### config.mk
export PLATFORM = sky130hd
export DESIGN_NAME = dtp_queue
export DESIGN_NICKNAME = d
export VERILOG_FILES = /design/src/rtl/dtp_pkg.sv /design/src/rtl/dtp_queue.sv
export SDC_FILE = /design/constraint.sdc
export NUM_CORES = 1
export LEC_CHECK = 0
export BUFFER_PORTS_ARGS = -buffer_cell sky130_fd_sc_hd__buf_2
export CAP_MARGIN = 10
export CORE_ASPECT_RATIO = 2
export CORE_MARGIN = 5
export CORE_UTILIZATION = 51
export CTS_CLUSTER_SIZE = 24
export DETAILED_ROUTE_END_ITERATION = 7
export MAX_ROUTING_LAYER = met4
export PLACE_DENSITY = 0.75
export SYNTH_ARGS = -nofsm -noshare
export SYNTH_HDL_FRONTEND = slang
export SYNTH_SLANG_ARGS = --single-unit
### constraint.sdc
create_clock -name clock -period 4.65 [get_ports clock]
set_input_delay 0.2325 -clock clock [delete_from_list [all_inputs] [get_ports clock]]
set_output_delay 0.2325 -clock clock [all_outputs]
set_load 0.01 [all_outputs]
### src/rtl/dtp_pkg.sv
// Shared types, codes and sizes of the decision tree predict unit.
// No dependencies; used by every module of the block.
`default_nettype none

package dtp_pkg;

   // Default sizes of the tables and the walk limit
   localparam int NODE_COUNT_DEF    = 256;
   localparam int FEATURE_COUNT_DEF = 64;
   localparam int MAX_DEPTH_DEF     = 16;

   // Command queue between front and back
   localparam int QUEUE_DEPTH = 4;

   // Stream widths
   localparam int REQ_DATA_W = 144;
   localparam int REQ_USER_W = 2;
   localparam int RSP_DATA_W = 48;
   localparam int RSP_USER_W = 1;

   // Operation codes carried in req_tuser
   localparam logic [1:0] OP_WRITE_NODE    = 2'd0;
   localparam logic [1:0] OP_WRITE_FEATURE = 2'd1;
   localparam logic [1:0] OP_EVALUATE      = 2'd2;

   typedef enum logic [1:0] {
      KIND_NODE    = 2'd0,
      KIND_FEATURE = 2'd1,
      KIND_EVAL    = 2'd2
   } dtp_kind_type;

   // One decoded command
   typedef struct packed {
      dtp_kind_type kind;
      logic [7:0]   node_index;
      logic [7:0]   left_child;
      logic [7:0]   right_child;
      logic [5:0]   split_feature;
      logic [31:0]  split_value;
      logic         is_terminal;
      logic [31:0]  leaf_value;
      logic [5:0]   feature_index;
      logic [31:0]  feature_value;
      logic [7:0]   root_index;
      logic         accumulate;
   } dtp_entry_type;

   // Queue slot: push side and head side
   typedef struct packed {
      logic          valid;
      dtp_entry_type entry;
   } dtp_slot_type;

endpackage

`default_nettype wire

### src/rtl/dtp_queue.sv
// Short command queue that decouples the front end from the tree walker.
// Depends on dtp_pkg.
`default_nettype none

module dtp_queue (
   input  wire logic             clock,
   input  wire logic             reset,
   input  dtp_pkg::dtp_slot_type push,
   input  wire logic             pop,
   output logic                  full,
   output dtp_pkg::dtp_slot_type head
);

   localparam int AW = $clog2(dtp_pkg::QUEUE_DEPTH);

   dtp_pkg::dtp_entry_type slot_ff [dtp_pkg::QUEUE_DEPTH];
   logic [AW-1:0]          wr_ptr_ff;
   logic [AW-1:0]          rd_ptr_ff;
   logic [AW:0]            count_ff;
   logic                   do_push;
   logic                   do_pop;

   assign full       = count_ff == (AW+1)'(dtp_pkg::QUEUE_DEPTH);
   assign head.valid = count_ff != '0;
   assign head.entry = slot_ff[rd_ptr_ff];

   assign do_push = push.valid && !full;
   assign do_pop  = pop && head.valid;

   // Pointers and fill count
   always_ff @(posedge clock) begin
      if (reset) begin
         wr_ptr_ff <= '0;
         rd_ptr_ff <= '0;
         count_ff  <= '0;
      end else begin
         if (do_push) wr_ptr_ff <= wr_ptr_ff + AW'(1);
         if (do_pop)  rd_ptr_ff <= rd_ptr_ff + AW'(1);
         unique case ({do_push, do_pop})
            2'b10:   count_ff <= count_ff + (AW+1)'(1);
            2'b01:   count_ff <= count_ff - (AW+1)'(1);
            default: count_ff <= count_ff;
         endcase
      end
   end

   // Slot storage
   always_ff @(posedge clock) begin
      if (do_push) slot_ff[wr_ptr_ff] <= push.entry;
   end

endmodule

`default_nettype wire

==> results.cfg <==
[run_status]
outcome = finished clean

[timing]
finClkSkew_ps = 5.89
drv_slew = 0
relSlewSlack_pct = 36.0
hold_ws_ps = 72.9
rsz0062_at_grt = false
worst_pin_slew_ps = 961
fin_crit_sh_pct = 63.9
tns_ps = 0
fin_crit_ps = 2970
finalHoldViolCount = 0
worst_slack_ps = 1680
max_freq_mhz = 336
finalSetupViolations = 0

[synthesis]
synth_flop_cell = edfxtp_1
synth_edf_count = 576
async_reset_ff_share_pct = 0
synth.distinct_cells = 22
synthTopCellsByArea = edfxtp_1 82%, mux4_2 15%, dfxtp_1 0.85%
synth_nets = 958
synth_most_common_cell = edfxtp_1
yosysSeqAreaShare_pct = 82.4
synth_compound_area_share_pct = 0.201
ys_warn_count = 0
synth-adder-area-share_pct = 0.389
yosys.area.top_type = edfxtp_1
synth-simple-area-share_pct = 0.425
synth-seq-cells = 585
synth_xor_area_share_pct = 0.165
synth_top_family_by_area = multiplexers
synth_top_area_share_pct = 81.5
synth_area_sq_um = 21200
syn_avg_cell_area_sq_um = 26.4
synth_mux_area_share_pct = 15.3
ys_top_cells_by_count = 576 x edfxtp_1, 144 x mux4_2, 16 x buf_2, 9 x dfxtp_1, 8 x buf_6
synthCells = 804

[cells_and_area]
n_fill_cell = 2709
nets = 1424
area_growth_pct = 24.3
drive_gt1_share_pct = 39.9

[floorplanning]
rows = 105
start_util_pct = 51.6
die_y_um = 298
fp.dieArea_sq_um = 46000
die_w_um = 154
core-area_sq_um = 41100
boundaryPins = 294

[hold_path]
hp-class = in2reg

[place]
dp_slack_ps = 1980
hpwl_mm = 24.7
place_congestion = 0.732
port_buffers = 293

[clocking]
ctsResizeCount = 0
cts_buffers = 48
cts.sinks = 585
tritoncts = done
postCtsSetupRepairBufs = 0
clk-insertion-delay-late_ps = 550
clock_path_buffers = 3
clk_pin_slew_ps = 70
root_buffer = clkbuf_16
cts_max_level = 2

[detailed_routing]
drcViolationCount = 0
wire_per_inst_um = 23.0
post_drt_via_cell_ratio = 5.41
first_pass_iters = 4
routed_wl_mm = 42.4
drt-initial-drc-count = 676
final_antenna_net_count = 0
dr_total_vias = 9984

[pwr]
ir_drop_uv = 392
powerDensity_nw_per_um2 = 516
leakage_nw = 8.85

[setup_path]
r2r_start = count_ff[0]
reg2reg_depth = 4
r2r_slack_ps = 1980
reg2reg_to = slot_ff[1][60]
worstPathRequired_ps = 4420
worstPathArrival_ps = 2740
start_kind = register
critPathMaxFanout = 64
worstSetupEndpointType = output port
crit_type = reg2out
endpoint = head[39]

[flow_run]
maxCapViolations = 0

[global_routing]
met2_usage_pct = 32.1
grt_pass1_wl_mm = 65.3
top_usage_layer = met2
grt_overflow = 0
grt_pass1_vias = 10900
global_route.usage.met3_pct = 3.36
antenna_found_initial = 5
grt_start_max_net_pins = 145
globalRouteMet1Util_pct = 23.5
grt_usage_pct = 19.1
## critical path, cell delays in order, from the launching register on
cell     delay (ps)
dfxtp_4         800
buf_12          470
mux4_2          610
buf_2           170
## kinds of logic (layout without fill, tap and decap cells)
kind of cell / count (synthesis) / count (layout)
AOI/OAI and AO/OA: 7 / 7
other: 0 / 5
adders and majority gates: 6 / 6
and+or+nand+nor: 17 / 17
buffers and inverters: 40 / 541
DFF: 585 / 585
xor gates and xnor gates: 4 / 4
muxes: 145 / 145
## power breakdown
group          total, mW  switching (mW)  internal (mW)
Sequential          6.51           0.215           6.30
Clock               4.02            1.71           2.32
Combinational       3.08            1.56           1.52
Total               13.6            3.48           10.1
## cell type report
class | count | area [sq um] | area share (%)
Clock buffer | 57 | 1260 | 4.76
Sequential cell | 585 | 17500 | 66.3
Timing Repair Buffer | 449 | 3090 | 11.7
Tap cell | 535 | 669 | 2.54
Multi-Input combinational cell | 179 | 3510 | 13.3
Clock inverter | 28 | 319 | 1.21
Antenna cell | 5 | 12.5 | 0.0474
Inverter | 7 | 26.3 | 0.0996
## cells in the final DEF, fill, tap and decap left out, types with 5 or more instances in the layout
master,Yosys,layout
clkinv_2,0,6
clkbuf_16,0,49
nor2_1,7,7
bufinv_16,0,7
inv_1,7,7
ha_1,5,5
mux4_2,144,144
dfxtp_1,9,7
diode_2,0,5
clkinv_1,0,10
buf_2,16,293
buf_12,0,7
edfxtp_1,576,576
clkbuf_1,5,8
dlygate4sd3_1,0,145
## state kept, by name, indices dropped and copies added (netlist names), named ones only
name,cells
count_ff,3
rd_ptr_ff,2
slot_ff,576
wr_ptr_ff,2
## layer usage
| layer | share of wire, % | routed length, um | up-vias |
|---|---|---|---|
| met5 | 0 | 0 | - |
| met4 | 3.6 | 1520 | 0 |
| met3 | 6.0 | 2550 | 85 |
| met2 | 54 | 22800 | 351 |
| met1 | 37 | 15500 | 5147 |
| li1 | - | - | 4401 |
## worst min path at each step
stage,to,slack (ps),cells after the start,from
floorplan,slot_ff[0][0],330,0,push[0]
global placement,slot_ff[1][45],440,1,push[45]
detailed placement,slot_ff[2][30],450,1,push[30]
CTS,wr_ptr_ff[0],30,4,push[144]
global route,wr_ptr_ff[0],70,4,push[144]
finish,wr_ptr_ff[0],70,4,push[144]
## stage by stage
| step | instance area [sq um] | std cells | util (%) | power, mW |
|---|---|---|---|---|
| after floorplan | 21200 | 804 | - | 8.57 |
| after global placement | 23300 | 1610 | 56.7 | 9.64 |
| after detailed placement | 23300 | 1610 | 56.7 | 9.68 |
| after CTS | 26400 | 1840 | 64.1 | 13.8 |
| after global routing | 26400 | 1845 | 64.1 | 14.2 |
| final | 26400 | 1845 | 64.1 | 13.6 |
## repair_timing
item                                   4_1_cts  5_1_grt
hold buffers                               145        0
endpoints found under the hold margin      584        0
setup endpoints to repair                    0        0
(Power assumes the default switching activity.)
